`config.mk`:
```
export PLATFORM = sky130hd
export DESIGN_NAME = text_console_cursor_engine
export DESIGN_NICKNAME = d
export VERILOG_FILES = /design/src/design/tccur_pkg.sv /design/src/design/text_console_cursor_engine.sv /design/src/design/tccur_front.sv /design/src/design/tccur_queue.sv /design/src/design/tccur_back.sv
export SDC_FILE = /design/constraint.sdc
export NUM_CORES = 1
export LEC_CHECK = 0
export ABC_CLOCK_PERIOD_IN_PS = 12280
export BUFFER_PORTS_ARGS = -buffer_cell sky130_fd_sc_hd__buf_2
export CORE_ASPECT_RATIO = 0.5
export CORE_MARGIN = 4
export CORE_UTILIZATION = 50
export CTS_CLUSTER_SIZE = 30
export DETAILED_ROUTE_END_ITERATION = 12
export PLACE_DENSITY_LB_ADDON = 0.08
export SLEW_MARGIN = 20
export SYNTH_ARGS = -nofsm -noshare
export SYNTH_HDL_FRONTEND = slang
export SYNTH_SLANG_ARGS = --single-unit
```
`constraint.sdc`:
```
create_clock -name clk -period 12.28 [get_ports clk]
set_input_delay 0.614 -clock clk [delete_from_list [all_inputs] [get_ports clk]]
set_output_delay 0.614 -clock clk [all_outputs]
set_load 0.01 [all_outputs]
```
`src/design/tccur_pkg.sv`:
```
// Shared types and constants for the text console cursor engine.
`timescale 1ns / 1ps

package tccur_pkg;

  // Fixed field widths of the cell coordinates
  localparam int COL_W = 7;
  localparam int ROW_W = 5;

  // Tab stops fall on multiples of 2**TAB_BITS
  localparam int TAB_BITS = 3;

  localparam logic [31:0] DEFAULT_FG = 32'h00FF_FFFF;

  // Character codes with special handling
  localparam logic [7:0] SPACE_CODE = 8'h20;
  localparam logic [7:0] CHAR_LF    = 8'h0A;
  localparam logic [7:0] CHAR_CR    = 8'h0D;
  localparam logic [7:0] CHAR_BS    = 8'h08;
  localparam logic [7:0] CHAR_TAB   = 8'h09;

  // Input opcodes
  localparam logic OP_PUT   = 1'b0;
  localparam logic OP_CLEAR = 1'b1;

  // Result actions
  typedef enum logic [1:0] {
    ACT_CLEAR  = 2'd0,
    ACT_DRAW   = 2'd1,
    ACT_SCROLL = 2'd2
  } action_t;

  // Classified command kinds
  typedef enum logic [2:0] {
    CMD_CLEAR,
    CMD_NL,
    CMD_CR,
    CMD_BS,
    CMD_TAB,
    CMD_PRINT,
    CMD_DROP
  } cmd_kind_t;

  // One queued command from front to back
  typedef struct packed {
    cmd_kind_t   kind;
    logic        need_clear;
    logic [7:0]  char_code;
  } cmd_t;

  // Back-end sequencer states
  typedef enum logic [1:0] {
    ST_IDLE,
    ST_CLR,
    ST_RUN,
    ST_SCROLL
  } back_state_t;

endpackage

```
`src/design/text_console_cursor_engine.sv`:
```
// Top level of the text console cursor engine.
//
//   port group | dir | flow control   | beat contents
//   in_*       | in  | valid / ready  | opcode, char_code
//   out_*      | out | valid / ready  | action, cell_col, cell_row, glyph, colour, last
//   cfg_*      | in  | write enable   | fg_colour value
//
// A printable character passes through the back-end sequencer as a command pop and a draw;
// the first character after reset adds a clear, a wrap at the bottom row adds a scroll,
// and a tab draws a space in each padding cell, 1 to 8 of them, up to the next tab stop.
// A 2-entry command queue lets the front accept beats while the back end works.
// Reset (rst_n low, synchronous) homes the cursor and restores the default colour.
// A stalled out_ready holds the current result; the queue then fills and in_ready drops.
`timescale 1ns / 1ps

module text_console_cursor_engine #(
  parameter int COLS = 80,
  parameter int ROWS = 30
) (
  input  logic                          clk,
  input  logic                          rst_n,
  input  logic                          in_valid,
  output logic                          in_ready,
  input  logic                          in_opcode,
  input  logic [7:0]                    in_char_code,
  output logic                          out_valid,
  input  logic                          out_ready,
  output logic [1:0]                    out_action,
  output logic [tccur_pkg::COL_W-1:0]   out_cell_col,
  output logic [tccur_pkg::ROW_W-1:0]   out_cell_row,
  output logic [7:0]                    out_glyph,
  output logic [31:0]                   out_colour,
  output logic                          out_last,
  input  logic                          cfg_wr_en,
  input  logic [31:0]                   cfg_wr_data
);

  logic            push_valid, push_ready;
  logic            pop_valid, pop_ready;
  tccur_pkg::cmd_t push_data, pop_data;
  logic [31:0]     fg_colour_r, fg_colour_nxt;

  // Colour register: zero selects the default
  always_comb begin
    fg_colour_nxt = fg_colour_r;
    if (cfg_wr_en) fg_colour_nxt = (cfg_wr_data == '0) ? tccur_pkg::DEFAULT_FG : cfg_wr_data;
  end

  always_ff @(posedge clk) begin
    if (!rst_n) fg_colour_r <= tccur_pkg::DEFAULT_FG;
    else fg_colour_r <= fg_colour_nxt;
  end

  tccur_front u_front (
    .clk          (clk),
    .rst_n        (rst_n),
    .in_valid     (in_valid),
    .in_ready     (in_ready),
    .in_opcode    (in_opcode),
    .in_char_code (in_char_code),
    .push_valid   (push_valid),
    .push_ready   (push_ready),
    .push_data    (push_data)
  );

  tccur_queue u_queue (
    .clk        (clk),
    .rst_n      (rst_n),
    .push_valid (push_valid),
    .push_ready (push_ready),
    .push_data  (push_data),
    .pop_valid  (pop_valid),
    .pop_ready  (pop_ready),
    .pop_data   (pop_data)
  );

  tccur_back #(
    .COLS (COLS),
    .ROWS (ROWS)
  ) u_back (
    .clk          (clk),
    .rst_n        (rst_n),
    .pop_valid    (pop_valid),
    .pop_ready    (pop_ready),
    .pop_data     (pop_data),
    .fg_colour    (fg_colour_r),
    .out_valid    (out_valid),
    .out_ready    (out_ready),
    .out_action   (out_action),
    .out_cell_col (out_cell_col),
    .out_cell_row (out_cell_row),
    .out_glyph    (out_glyph),
    .out_colour   (out_colour),
    .out_last     (out_last)
  );

  // Clear and scroll beats carry an all-zero cell payload
  a_nondraw_zero: assert property (@(posedge clk) disable iff (!rst_n)
    out_valid && (out_action != tccur_pkg::ACT_DRAW) |->
      (out_cell_col == '0) && (out_cell_row == '0) && (out_glyph == '0) &&
      (out_colour == '0))
    else $error("non-draw beat with nonzero payload");

  // Drawn cells stay on screen
  a_draw_in_range: assert property (@(posedge clk) disable iff (!rst_n)
    out_valid && (out_action == tccur_pkg::ACT_DRAW) |->
      (32'(out_cell_col) < COLS) && (32'(out_cell_row) < ROWS))
    else $error("draw outside the screen");

  // The stored colour is never zero
  a_draw_colour: assert property (@(posedge clk) disable iff (!rst_n)
    out_valid && (out_action == tccur_pkg::ACT_DRAW) |-> (out_colour != '0))
    else $error("draw with zero colour");

  // A scroll always ends its item
  a_scroll_last: assert property (@(posedge clk) disable iff (!rst_n)
    out_valid && (out_action == tccur_pkg::ACT_SCROLL) |-> out_last)
    else $error("scroll beat not marked last");

endmodule

```
`src/design/tccur_front.sv`:
```
// Front end: accepts input beats, classifies them, tracks first-character clear.
`timescale 1ns / 1ps

module tccur_front (
  input  logic              clk,
  input  logic              rst_n,
  input  logic              in_valid,
  output logic              in_ready,
  input  logic              in_opcode,
  input  logic [7:0]        in_char_code,
  output logic              push_valid,
  input  logic              push_ready,
  output tccur_pkg::cmd_t   push_data
);

  logic initialized_r;
  logic initialized_nxt;
  logic accept;
  tccur_pkg::cmd_kind_t kind;

  assign in_ready   = push_ready;
  assign push_valid = in_valid;
  assign accept     = in_valid && push_ready;

  // Classify the byte
  always_comb begin
    if (in_opcode == tccur_pkg::OP_CLEAR) begin
      kind = tccur_pkg::CMD_CLEAR;
    end else begin
      case (in_char_code)
        tccur_pkg::CHAR_LF:  kind = tccur_pkg::CMD_NL;
        tccur_pkg::CHAR_CR:  kind = tccur_pkg::CMD_CR;
        tccur_pkg::CHAR_BS:  kind = tccur_pkg::CMD_BS;
        tccur_pkg::CHAR_TAB: kind = tccur_pkg::CMD_TAB;
        default: begin
          if (in_char_code >= tccur_pkg::SPACE_CODE) kind = tccur_pkg::CMD_PRINT;
          else kind = tccur_pkg::CMD_DROP;
        end
      endcase
    end
  end

  // A clear command does not count as the first character
  assign push_data.kind       = kind;
  assign push_data.need_clear = (in_opcode == tccur_pkg::OP_PUT) && !initialized_r;
  assign push_data.char_code  = in_char_code;

  always_comb begin
    initialized_nxt = initialized_r;
    if (accept && (in_opcode == tccur_pkg::OP_PUT)) initialized_nxt = 1'b1;
  end

  always_ff @(posedge clk) begin
    if (!rst_n) begin
      initialized_r <= 1'b0;
    end else begin
      initialized_r <= initialized_nxt;
    end
  end

endmodule

```
`src/design/tccur_queue.sv`:
```
// Two-entry command queue between front and back.
`timescale 1ns / 1ps

module tccur_queue (
  input  logic              clk,
  input  logic              rst_n,
  input  logic              push_valid,
  output logic              push_ready,
  input  tccur_pkg::cmd_t   push_data,
  output logic              pop_valid,
  input  logic              pop_ready,
  output tccur_pkg::cmd_t   pop_data
);

  tccur_pkg::cmd_t entry_r [2];
  logic       wr_ptr_r, wr_ptr_nxt;
  logic       rd_ptr_r, rd_ptr_nxt;
  logic [1:0] count_r,  count_nxt;
  logic       do_push, do_pop;

  assign push_ready = (count_r != 2'd2);
  assign pop_valid  = (count_r != 2'd0);
  assign pop_data   = entry_r[rd_ptr_r];
  assign do_push    = push_valid && push_ready;
  assign do_pop     = pop_valid && pop_ready;

  always_comb begin
    wr_ptr_nxt = wr_ptr_r ^ do_push;
    rd_ptr_nxt = rd_ptr_r ^ do_pop;
    count_nxt  = count_r + {1'b0, do_push} - {1'b0, do_pop};
  end

  // Storage
  always_ff @(posedge clk) begin
    if (do_push) entry_r[wr_ptr_r] <= push_data;
  end

  // Pointers and fill count
  always_ff @(posedge clk) begin
    if (!rst_n) begin
      wr_ptr_r <= 1'b0;
      rd_ptr_r <= 1'b0;
      count_r  <= 2'd0;
    end else begin
      wr_ptr_r <= wr_ptr_nxt;
      rd_ptr_r <= rd_ptr_nxt;
      count_r  <= count_nxt;
    end
  end

endmodule

```
`src/design/tccur_back.sv`:
```
// Back end: cursor state, command sequencer and output register.
`timescale 1ns / 1ps

module tccur_back #(
  parameter int COLS = 80,
  parameter int ROWS = 30
) (
  input  logic                          clk,
  input  logic                          rst_n,
  input  logic                          pop_valid,
  output logic                          pop_ready,
  input  tccur_pkg::cmd_t               pop_data,
  input  logic [31:0]                   fg_colour,
  output logic                          out_valid,
  input  logic                          out_ready,
  output logic [1:0]                    out_action,
  output logic [tccur_pkg::COL_W-1:0]   out_cell_col,
  output logic [tccur_pkg::ROW_W-1:0]   out_cell_row,
  output logic [7:0]                    out_glyph,
  output logic [31:0]                   out_colour,
  output logic                          out_last
);

  localparam logic [tccur_pkg::COL_W-1:0] LAST_COL = tccur_pkg::COL_W'(COLS - 1);
  localparam logic [tccur_pkg::COL_W-1:0] COL_END  = tccur_pkg::COL_W'(COLS);
  localparam logic [tccur_pkg::ROW_W-1:0] LAST_ROW = tccur_pkg::ROW_W'(ROWS - 1);

  tccur_pkg::back_state_t state_r, state_nxt;
  tccur_pkg::cmd_t        cur_r, cur_nxt;
  logic [tccur_pkg::COL_W-1:0] col_r, col_nxt;
  logic [tccur_pkg::ROW_W-1:0] row_r, row_nxt;

  logic                         out_valid_r;
  tccur_pkg::action_t           out_action_r;
  logic [tccur_pkg::COL_W-1:0]  out_col_r;
  logic [tccur_pkg::ROW_W-1:0]  out_row_r;
  logic [7:0]                   out_glyph_r;
  logic [31:0]                  out_colour_r;
  logic                         out_last_r;

  // Beat to load into the output register this cycle
  logic                         emit;
  tccur_pkg::action_t           emit_action;
  logic [tccur_pkg::COL_W-1:0]  emit_col;
  logic [tccur_pkg::ROW_W-1:0]  emit_row;
  logic [7:0]                   emit_glyph;
  logic [31:0]                  emit_colour;
  logic                         emit_last;

  logic                         slot_free;
  logic [tccur_pkg::COL_W-1:0]  col_inc;
  logic                         wrap;
  logic                         at_bottom;
  logic                         no_result;
  logic                         tab_stop;
  logic                         draw_ends;

  assign slot_free = !out_valid_r || out_ready;
  assign pop_ready = (state_r == tccur_pkg::ST_IDLE);
  assign col_inc   = col_r + tccur_pkg::COL_W'(1);
  assign wrap      = (col_inc == COL_END);
  assign at_bottom = (row_r == LAST_ROW);
  assign tab_stop  = (col_inc[tccur_pkg::TAB_BITS-1:0] == '0);
  // Kinds that emit nothing after a clear; a newline from row 0 never scrolls
  assign no_result = (cur_r.kind inside {tccur_pkg::CMD_CR, tccur_pkg::CMD_BS,
                                         tccur_pkg::CMD_DROP, tccur_pkg::CMD_NL});
  // Draw is the item's final beat unless a scroll or more tab padding follows
  assign draw_ends = !(wrap && at_bottom) &&
                     (wrap || (cur_r.kind == tccur_pkg::CMD_PRINT) || tab_stop);

  // Next state
  always_comb begin
    state_nxt = state_r;
    case (state_r)
      tccur_pkg::ST_IDLE: begin
        if (pop_valid) begin
          if (pop_data.kind == tccur_pkg::CMD_CLEAR || pop_data.need_clear)
            state_nxt = tccur_pkg::ST_CLR;
          else
            state_nxt = tccur_pkg::ST_RUN;
        end
      end
      tccur_pkg::ST_CLR: begin
        if (slot_free) begin
          if (cur_r.kind == tccur_pkg::CMD_CLEAR) state_nxt = tccur_pkg::ST_IDLE;
          else state_nxt = tccur_pkg::ST_RUN;
        end
      end
      tccur_pkg::ST_RUN: begin
        case (cur_r.kind)
          tccur_pkg::CMD_NL: begin
            if (!at_bottom || slot_free) state_nxt = tccur_pkg::ST_IDLE;
          end
          tccur_pkg::CMD_PRINT, tccur_pkg::CMD_TAB: begin
            if (slot_free) begin
              if (wrap && at_bottom) state_nxt = tccur_pkg::ST_SCROLL;
              else if (draw_ends) state_nxt = tccur_pkg::ST_IDLE;
            end
          end
          default: state_nxt = tccur_pkg::ST_IDLE;
        endcase
      end
      tccur_pkg::ST_SCROLL: begin
        if (slot_free) state_nxt = tccur_pkg::ST_IDLE;
      end
      default: state_nxt = tccur_pkg::ST_IDLE;
    endcase
  end

  // Datapath and beat generation
  always_comb begin
    cur_nxt     = cur_r;
    col_nxt     = col_r;
    row_nxt     = row_r;
    emit        = 1'b0;
    emit_action = tccur_pkg::ACT_CLEAR;
    emit_col    = '0;
    emit_row    = '0;
    emit_glyph  = '0;
    emit_colour = '0;
    emit_last   = 1'b0;
    case (state_r)
      tccur_pkg::ST_IDLE: begin
        if (pop_valid) cur_nxt = pop_data;
      end
      tccur_pkg::ST_CLR: begin
        if (slot_free) begin
          emit        = 1'b1;
          emit_action = tccur_pkg::ACT_CLEAR;
          emit_last   = (cur_r.kind == tccur_pkg::CMD_CLEAR) || no_result;
          col_nxt     = '0;
          row_nxt     = '0;
        end
      end
      tccur_pkg::ST_RUN: begin
        case (cur_r.kind)
          tccur_pkg::CMD_NL: begin
            if (!at_bottom) begin
              col_nxt = '0;
              row_nxt = row_r + tccur_pkg::ROW_W'(1);
            end else if (slot_free) begin
              col_nxt     = '0;
              emit        = 1'b1;
              emit_action = tccur_pkg::ACT_SCROLL;
              emit_last   = 1'b1;
            end
          end
          tccur_pkg::CMD_CR: begin
            col_nxt = '0;
          end
          tccur_pkg::CMD_BS: begin
            if (col_r != '0) begin
              col_nxt = col_r - tccur_pkg::COL_W'(1);
            end else if (row_r != '0) begin
              row_nxt = row_r - tccur_pkg::ROW_W'(1);
              col_nxt = LAST_COL;
            end
          end
          tccur_pkg::CMD_PRINT, tccur_pkg::CMD_TAB: begin
            if (slot_free) begin
              emit        = 1'b1;
              emit_action = tccur_pkg::ACT_DRAW;
              emit_col    = col_r;
              emit_row    = row_r;
              emit_glyph  = (cur_r.kind == tccur_pkg::CMD_TAB) ? tccur_pkg::SPACE_CODE
                                                               : cur_r.char_code;
              emit_colour = fg_colour;
              emit_last   = draw_ends;
              if (wrap) begin
                col_nxt = '0;
                if (!at_bottom) row_nxt = row_r + tccur_pkg::ROW_W'(1);
              end else begin
                col_nxt = col_inc;
              end
            end
          end
          default: begin
          end
        endcase
      end
      tccur_pkg::ST_SCROLL: begin
        if (slot_free) begin
          emit        = 1'b1;
          emit_action = tccur_pkg::ACT_SCROLL;
          emit_last   = 1'b1;
        end
      end
      default: begin
      end
    endcase
  end

  // Control state
  always_ff @(posedge clk) begin
    if (!rst_n) begin
      state_r     <= tccur_pkg::ST_IDLE;
      col_r       <= '0;
      row_r       <= '0;
      out_valid_r <= 1'b0;
    end else begin
      state_r <= state_nxt;
      col_r   <= col_nxt;
      row_r   <= row_nxt;
      if (emit) out_valid_r <= 1'b1;
      else if (out_ready) out_valid_r <= 1'b0;
    end
  end

  // Payload registers
  always_ff @(posedge clk) begin
    cur_r <= cur_nxt;
    if (emit) begin
      out_action_r <= emit_action;
      out_col_r    <= emit_col;
      out_row_r    <= emit_row;
      out_glyph_r  <= emit_glyph;
      out_colour_r <= emit_colour;
      out_last_r   <= emit_last;
    end
  end

  assign out_valid    = out_valid_r;
  assign out_action   = out_action_r;
  assign out_cell_col = out_col_r;
  assign out_cell_row = out_row_r;
  assign out_glyph    = out_glyph_r;
  assign out_colour   = out_colour_r;
  assign out_last     = out_last_r;

endmodule

```
## Word-level counts from Yosys, hierarchy flattened

Memory sizes are Yosys's and may differ from the RTL's. A register that Yosys moved wholly into a read port is not among the register bits.
Index checks and enable logic that the tools add are counted.

- Register bits: 118
- Memory bits (writable): 24
- Input bits: 46
- Word-level logic and storage cells: 145
- Memories kept: 1

Memories:

| memory | depth | bits a word | read ports | clocked after memory_dff | wr ports | line | source |
|---|---|---|---|---|---|---|---|
| u_queue.entry_r | 2 | 12 | 1 | 1 | 1 | tccur_queue.sv:15 | `tccur_pkg::cmd_t entry_r [2];` |

- $add $sub $neg: 6
- Order comparisons: 1
- Eq/ne operators: 28
- Mux-type cells: 50
- Bitwise gates (word level): 6
- Reduce and logical (&&, ||, !) cells: 35

Operator list:

| cell | number |
|---|---|
| 7-bit two-way mux | 6 |
| 8-bit by 4-bit == test with 1-bit output, second input constant | 4 |
| 32-bit zero test | 1 |
| 32-bit two-way mux | 1 |
| 5-bit two-way mux | 6 |
| 7-bit case mux with 4 select lines | 1 |
| 2-bit two-way mux | 12 |
| 5-bit case mux with 3 select lines | 1 |
| 7-bit case mux with 2 select lines | 1 |
| 2-bit case mux with 2 select lines | 3 |
| 3-bit case mux with 4 select lines | 1 |
| 1-bit two-way mux | 10 |
| 5-bit case mux with 2 select lines | 1 |
| 3-bit == test, second input constant | 3 |
| 3-bit zero test | 3 |
| 3-bit inequality test, second input constant | 3 |
| 8-bit by 6-bit >= comparator with 1-bit output, second input constant | 1 |
| 2-bit case mux with 4 select lines | 1 |
| 7-bit by 1-bit adder with 7-bit output, second input constant | 1 |
| 7-bit == test, second input constant | 1 |
| 7-bit AND reduction | 1 |
| 7-bit nonzero test | 1 |
| 7-bit by 1-bit subtractor with 7-bit output, second input constant | 1 |
| 3-bit by 2-bit == test with 1-bit output, second input constant | 2 |
| other kinds (34) | 60 |

## Logic depth before layout (Yosys ltp)

Gate-level depths: netlist (run 1).

- Depth after elaboration: 10
- Gate-level depth with buffers: 10
- Gate-level depth less buffers: 9

## Hierarchy

A second synthesis (run 1) with hierarchy kept.

- Cells, all modules: 598
- Area total of the unflattened synthesis: 6,811.5 sq um

By module, submodules not included:

| module | times used | cells each | area each (sq um) |
|---|---|---|---|
| tccur_back | 1 | 337 | 3,958.8 |
| text_console_cursor_engine | 1 | 169 | 1,536.5 |
| tccur_queue | 1 | 66 | 1,124.8 |
| tccur_front | 1 | 26 | 191.4 |

## Worst setup path after synthesis (run 1)

Ideal clock, no wire load.

- Path kind: register to register
- From: reg u_back.state_r[0]
- To: reg u_back.out_action_r[0] (netlist: u_back.out_action[0]), enable pin
- Library setup time: 0.536 ns
- Arrival time: 4.943 ns
- Required time: 11.744 ns
- Setup slack: 6.801 ns
- Stages on the path, launching flop included: 8
- Buffers on the path: 1
- Cells stage by stage: dfxtp_1 > inv_1 > ha_1 > buf_6 > and4bb_2 > a31oi_1 > and2_1 > nor3_1

- Word-level cells in the longest chain between the ends: 3
- Elaborated cells on any way between the ends: 5
- Those cells by class: eq/ne: 3; mux: 1; reduce/logical: 1

Ends and longest elaborated chain:

| what | line | source |
|---|---|---|
| from (decl) | tccur_back.sv:28 | `tccur_pkg::back_state_t state_r, state_nxt;` |
| from (signal assigned) | tccur_back.sv:196 | `state_r <= tccur_pkg::ST_IDLE;` |
| from (signal assigned) | tccur_back.sv:201 | `state_r <= state_nxt;` |
| 2-bit by 1-bit == test with 1-bit output / 2-bit == test (equally long branches) | tccur_back.sv:122 | `case (state_r)` |
| 2-bit OR reduction (no line) | -- |  |
| 1-bit case mux with 2 select lines * | tccur_back.sv:122 |  |
| net u_back.emit | tccur_back.sv:42 | `logic emit;` |
| to (signal assigned) | tccur_back.sv:213 | `out_action_r <= emit_action;` |
| to (decl) | tccur_back.sv:34 | `tccur_pkg::action_t out_action_r;` |

Mark *: on every way through the listed nets, which the timed path passes. The rest lies on a longest branch.
A chain may end at the register's enable or synchronous reset.

## Worst setup path after layout (run 1)

- From: reg u_back.state_r[0]
- To: reg u_back.out_colour_r[30] (netlist: u_back.out_colour[30]), enable pin

- Word-level cells in the longest chain between the ends: 3
- Elaborated cells on any way between the ends: 5
- Those cells by class: eq/ne: 3; mux: 1; reduce/logical: 1

Ends and longest elaborated chain:

| what | line | source |
|---|---|---|
| 2-bit by 1-bit == test with 1-bit output / 2-bit == test (equally long branches) | tccur_back.sv:122 |  |
| 2-bit OR reduction (no line) | -- |  |
| 1-bit case mux with 2 select lines * | tccur_back.sv:122 |  |
| net u_back.emit | tccur_back.sv:42 |  |
| to (signal assigned) | tccur_back.sv:217 | `out_colour_r <= emit_colour;` |
| to (decl) | tccur_back.sv:38 | `logic [31:0] out_colour_r;` |

Marks and branches as above.

==> metrics, run 1 <==
status=finished clean; Post-Layout Inst Area=0.00734 mm^2; dpl hpwl=8420 um; number of clock sinks=143; Synth Area per Inst=12.1 um^2; DP Area=0.00676 mm^2; Clock Tree Buf Depth=2; Max Freq=349 MHz; number of distinct library cells after synthesis=67; layout cells sized above 1=26.2%; die area=0.0143 mm^2; Initial DRT Pass Iterations=5; 1st-iter DRT viols=308; register area=0.00376 mm^2; Worst-path clk slew=60 ps; HP Class=in2reg; highest routed layer=met4; Die X-Extent=165 um; # setup viols final=0; max_slew headroom=31.4%; Die Span Y=86.4 um; fin crit share=23.3%; Mapped Cells=508; RSZ-0062 raised after global routing=no; largest net degree at the start of global routing=54; Post-synth EDFFs=90; power density cells=205 mW/mm^2; combinational group share of total power=23.6%; synthesized net count=569; Worst Path Arrival=2920 ps; Pins Over Slew Limit=0; number of diodes=0; row count=28; area delta synth->final=19.3%; drt total wl=12,500 um; maxcap violations=0; PostCTS Resize Cnt=0; Hold-fix buffers, CTS=0; Skew-Pair Late Insertion Delay=420 ps; NetSw=463 uW; most frequent cells in the layout=buf_2, edfxtp_1, dfxtp_1; Netlist Area Pre-Place=0.00615 mm^2; drt wl/cell=16.1 um; total CTS buffers=17; Clk network pwr share=32.9%; Final Power=1.50 mW; DR vias/cell=5.46; Root Driver=clkbuf_16; # H-tree levels=4; Lkg Pwr=2.99 nW; setup TNS=0 ps; Antenna Violating Nets Remaining=0; post-CTS setup buffers=0; Final WS setup=9420 ps; clk_skew=11.3 ps; total grt overflow=0; worst setup path class=reg2reg; filler cell count=1,003; CTS tree=done; IO buf count=102; Synth Flop Type=edfxtp_1; switching part of the total power=30.8%; Critical Path Fanout Max=49; met3 wire length=973 um; # IOs=103; Final GP Congestion=0.815; dpl ws=9400 ps; final hold vios=0; Tmin final=2860 ps; asr flop ratio synth=0%; worst endpoint required time=12,330 ps; synth warn=0; routed via count=4,253; most common cell after layout, fill and taps aside=buf_2; P_int=1.04 mW; initial antenna violation count=0; vias in the first global route=4,087; met2 wire len=5440 um; Nets=662; worst hold slack=405 ps; Reg2Reg Setup Slack=9420 ps; Post-route DRC=0; initial core utilization=51.7%; Sequential Power Share=43.5%; CP startpoint kind=flop; crit end category=flop; Least-Margin Pin Slew=1030 ps; synthesized flop and latch total=143; maximum VDD drop=0.107 mV; multi-input logic area=0.00219 mm^2; sequential-to-total area share from yosys stat=61.2%; M1 wire length=5990 um; total track usage=18.5%; first-pass GRT wire length=20,600 um; core footprint=0.0119 mm^2
cells in the mapped netlist (4+ instances only):
library cell | number | share of area, %
a21oi_1 | 9 | 0.73
and2_1 | 13 | 1.3
and3_1 | 47 | 4.8
buf_2 | 5 | 0.41
clkbuf_1 | 23 | 1.4
dfxtp_1 | 53 | 17
edfxtp_1 | 90 | 44
ha_1 | 14 | 2.8
inv_1 | 14 | 0.85
mux2_2 | 11 | 2.0
mux2i_1 | 12 | 2.0
nand2_1 | 39 | 2.4
nand3_1 | 9 | 0.73
nand4_1 | 4 | 0.41
nor2_1 | 14 | 0.85
nor2b_1 | 19 | 1.9
nor3_1 | 11 | 0.89
nor4_1 | 10 | 1.0
o211ai_1 | 5 | 0.61
o21ai_0 | 11 | 0.89
o22ai_1 | 26 | 2.6
o31ai_1 | 4 | 0.49
or2b_1 | 4 | 0.49
xnor2_1 | 7 | 1.0
metal layers:
| metal | GRT usage, % | vias up |
|---|---|---|
| li1 | - | 2091 |
| met1 | 25.8 | 2001 |
| met2 | 27.9 | 147 |
| met3 | 5.65 | 14 |
| met4 | 5.58 | 0 |
| met5 | 0 | - |
area by class of cell:
cell class,count,share of cell area [%]
Multi-Input combinational cell,318,29.9
Tap cell,165,2.81
Timing Repair Buffer,106,7.37
Sequential cell,143,51.3
Inverter,15,0.767
Clock buffer,18,5.85
Clock inverter,14,2.03
per-stage QoR:
step,util (%),cells
floorplan,-,508
global placement,56.8,747
detailed placement,56.8,747
CTS,61.6,779
global route,61.6,779
finish,61.6,779
critical path, cell delays in order (launching register included):
cell and delay [ps]:
dfxtp_1 330, inv_1 90, ha_1 360, and3b_2 730
nor2_1 120, and2_1 220, nor3_2 190, buf_4 440
registers in the layout (all words and copies together), names as in the netlist, named ones only:
| name | cells |
|---|---|
| u_queue.count_r | 2 |
| u_queue.rd_ptr_r | 1 |
| u_queue.wr_ptr_r | 1 |
| u_back.out_action | 2 |
| fg_colour_r | 32 |
| u_back.out_valid | 1 |
| u_back.out_glyph | 8 |
| u_back.out_cell_col | 7 |
| u_back.state_r | 2 |
| u_front.initialized_r | 1 |
| u_back.out_cell_row | 5 |
| u_back.row_r | 5 |
| u_back.cur_r | 11 |
| u_back.out_last | 1 |
| u_queue.entry_r | 24 |
| u_back.col_r | 7 |
| u_back.out_colour | 32 |
power groups by stage:
stage                     Sequential [mW]  Clock [mW]  Combinational, mW
after floorplan                     0.674           0              0.253
after global placement              0.663           0              0.353
after detailed placement            0.665           0              0.356
after CTS                           0.655       0.507              0.358
after global routing                0.663       0.534              0.399
final                               0.654       0.496              0.355
path summary, 6_finish.rpt:
path,startpoint,endpoint,cells after the start
min reg2reg,u_front.initialized_r$_SDFFE_PN0P_,u_front.initialized_r$_SDFFE_PN0P_,1
min,in_char_code[7],u_queue.entry_r[0][7]$_DFFE_PP_,1
max reg2reg,u_back.state_r[0]$_SDFFE_PN0P_,u_back.out_colour[30]$_SDFFCE_PN0P_,7
max,u_back.state_r[0]$_SDFFE_PN0P_,u_back.out_colour[30]$_SDFFCE_PN0P_,7
logic make-up (layout without fill, tap and decap cells):
| family | Yosys count | count (layout) | synth area share, % |
|---|---|---|---|
| muxes | 23 | 23 | 3.97 |
| adders and majority gates | 15 | 15 | 3.17 |
| AOI/OAI and AO/OA | 85 | 85 | 9.74 |
| DFF | 143 | 143 | 61.2 |
| buffers and inverters | 47 | 153 | 3.27 |
| and+or+nand+nor | 187 | 187 | 17.5 |
| xor gates and xnor gates | 8 | 8 | 1.14 |
Note: power is estimated with default switching activity, not from simulation.
==> run 2, diff against run 1 <==
--- a/config.mk
+++ b/config.mk
@@ -5,7 +5,7 @@
 export SDC_FILE = /design/constraint.sdc
 export NUM_CORES = 1
 export LEC_CHECK = 0
-export ABC_CLOCK_PERIOD_IN_PS = 12280
+export ABC_CLOCK_PERIOD_IN_PS = 2900
 export BUFFER_PORTS_ARGS = -buffer_cell sky130_fd_sc_hd__buf_2
 export CORE_ASPECT_RATIO = 0.5
 export CORE_MARGIN = 4
==> constraint.sdc (replaced) <==
create_clock -name clk -period 2.9 [get_ports clk]
set_input_delay 0.145 -clock clk [delete_from_list [all_inputs] [get_ports clk]]
set_output_delay 0.145 -clock clk [all_outputs]
set_load 0.01 [all_outputs]
==> metrics, run 2 (synthesized netlist as in run 1, its figures left out) <==
post-CTS setup buffers=0 (unchanged); most common cell after layout, fill and taps aside=buf_2; HP Class=in2reg; area delta synth->final=26.6%; core footprint=0.0119 mm^2 (unchanged); final hold vios=0 (unchanged); power density cells=841 mW/mm^2 (+310%); R2R cell count=7 (unchanged); Nets=703 (+6.2%); total track usage=19.2% (+0.76 points); filler cell count=920 (-8.3%); Die X-Extent=165 um (unchanged); CTS tree=done; drt total wl=13,000 um (+3.3%); maximum VDD drop=0.555 mV (+420%); multi-input logic area=0.00223 mm^2 (+1.7%); Pins Over Slew Limit=0 (unchanged); total CTS buffers=17 (unchanged); Final WS setup=442 ps (-8970 ps); status=finished clean; row count=28 (unchanged); Post-Layout Inst Area=0.00779 mm^2 (+6.2%); Initial DRT Pass Iterations=4 (-1); Antenna Violating Nets Remaining=0 (unchanged); initial core utilization=51.7% (unchanged); register area=0.00377 mm^2 (about the same); Least-Margin Pin Slew=759 ps (-267 ps); fin crit share=84.8% (+61 points); largest net degree at the start of global routing=53 (-1.9%); most frequent cells in the layout=buf_2, edfxtp_1, dfxtp_1; dpl hpwl=8510 um (+1.1%); Tmin final=2460 ps (-406 ps); 1st-iter DRT viols=215 (-30%); worst hold slack=17.6 ps (-387 ps); routed via count=4,375 (+2.9%); dpl cells=754 (+0.94%); CP startpoint kind=flop; Final Power=6.55 mW (+340%); Lkg Pwr=3.19 nW (+6.7%); dpl ws=480 ps (-8920 ps); drt wl/cell=15.8 um (-1.8%); # H-tree levels=4 (unchanged); die area=0.0143 mm^2 (unchanged); clk_skew=9.66 ps (-1.63 ps); Post-route DRC=0 (unchanged); first-pass GRT wire length=21,200 um (+3.0%); Die Span Y=86.4 um (unchanged); DR vias/cell=5.34 (-2.3%); Worst-path clk slew=60 ps (about the same); number of diodes=0 (unchanged); IO buf count=102 (unchanged); total grt overflow=0 (unchanged); layout cells sized above 1=26.7% (+0.50 points); Max Freq=407 MHz (+17%); Worst Path Arrival=2760 ps (-160 ps); worst setup path class=reg2reg; # setup viols final=0 (unchanged); RSZ-0062 raised after global routing=no; worst endpoint required time=3200 ps (-9130 ps); initial antenna violation count=0 (unchanged); Final Non-Filler Cells=820 (+5.3%); Clock Tree Buf Depth=2 (unchanged); vias in the first global route=4,249 (+4.0%); crit end category=flop; maxcap violations=0 (unchanged); Critical Path Fanout Max=10 (-80%); hold path depth=3 (+2); Root Driver=clkbuf_16; DP Area=0.00685 mm^2 (+1.4%); # IOs=103 (unchanged); Final GP Congestion=0.900 (+10%); number of clock sinks=143 (unchanged); Skew-Pair Late Insertion Delay=420 ps (about the same); max_slew headroom=48.9% (+18 points)
==> run 2: cell count changes in the layout (fill, tap and decap cells not counted), sizes merged <==
cell | before | now
buf | 106 | 113
clkbuf | 18 | 19
clkinvlp | 3 | 2
dlygate4sd3 | 0 | 34
==> run 2: critical path: stages (launching register included) <==
cell,delay [ps]
dfxtp_1,480
ha_1,270
ha_1,260
nand4bb_1,270
or2_1,320
a211o_1,420
o211ai_1,200
o21ai_0,100
==> run 2: through the flow <==
step	utilization (%)	setup TNS, ps
floorplan	-	-901
global placement	57.5	0
detailed placement	57.5	0
CTS	65.4	0
global route	65.4	0
finish	65.4	0
==> run 2: area by class of cell <==
type | count | area share [%]
clock buffer | 19 | 5.81
clock inverter | 13 | 1.86
inverter | 15 | 0.723
multi-input combinational | 318 | 28.6
sequential | 143 | 48.3
tap | 165 | 2.65
timing repair buffer | 147 | 12.0
==> run 2: worst paths after layout <==
check | end | start | slack (ps)
max | u_back.row_r[4]$_SDFFE_PN0P_ | u_back.col_r[0]$_SDFFE_PN0P_ | 440
min | fg_colour_r[28]$_SDFFE_PN0P_ | cfg_wr_data[28] | 20
max reg2reg | u_back.row_r[4]$_SDFFE_PN0P_ | u_back.col_r[0]$_SDFFE_PN0P_ | 440
min reg2reg | u_front.initialized_r$_SDFFE_PN0P_ | u_front.initialized_r$_SDFFE_PN0P_ | 460
==> run 2: timing repair <==
action / in CTS / in global routing
endpoints found under the hold margin: 42 / 0
resized for setup: 0 / 0
hold buffers: 34 / 0
==> run 2: layer usage <==
layer | global-route usage (%) | share of wire [%] | vias up
met5 | 0 | 0 | -
met4 | 5.89 | 0.77 | 0
met3 | 5.65 | 6.7 | 13
met2 | 30.2 | 45 | 133
met1 | 26.1 | 48 | 2056
li1 | - | - | 2173
==> run 2: power by group <==
group | leakage, nW | internal [mW] | total, mW | switching, mW
Combinational | 1.62 | 0.683 | 1.64 | 0.962
Sequential | 1.28 | 2.60 | 2.75 | 0.143
Clock | 0.290 | 1.26 | 2.16 | 0.903
Total | 3.19 | 4.55 | 6.55 | 2.01
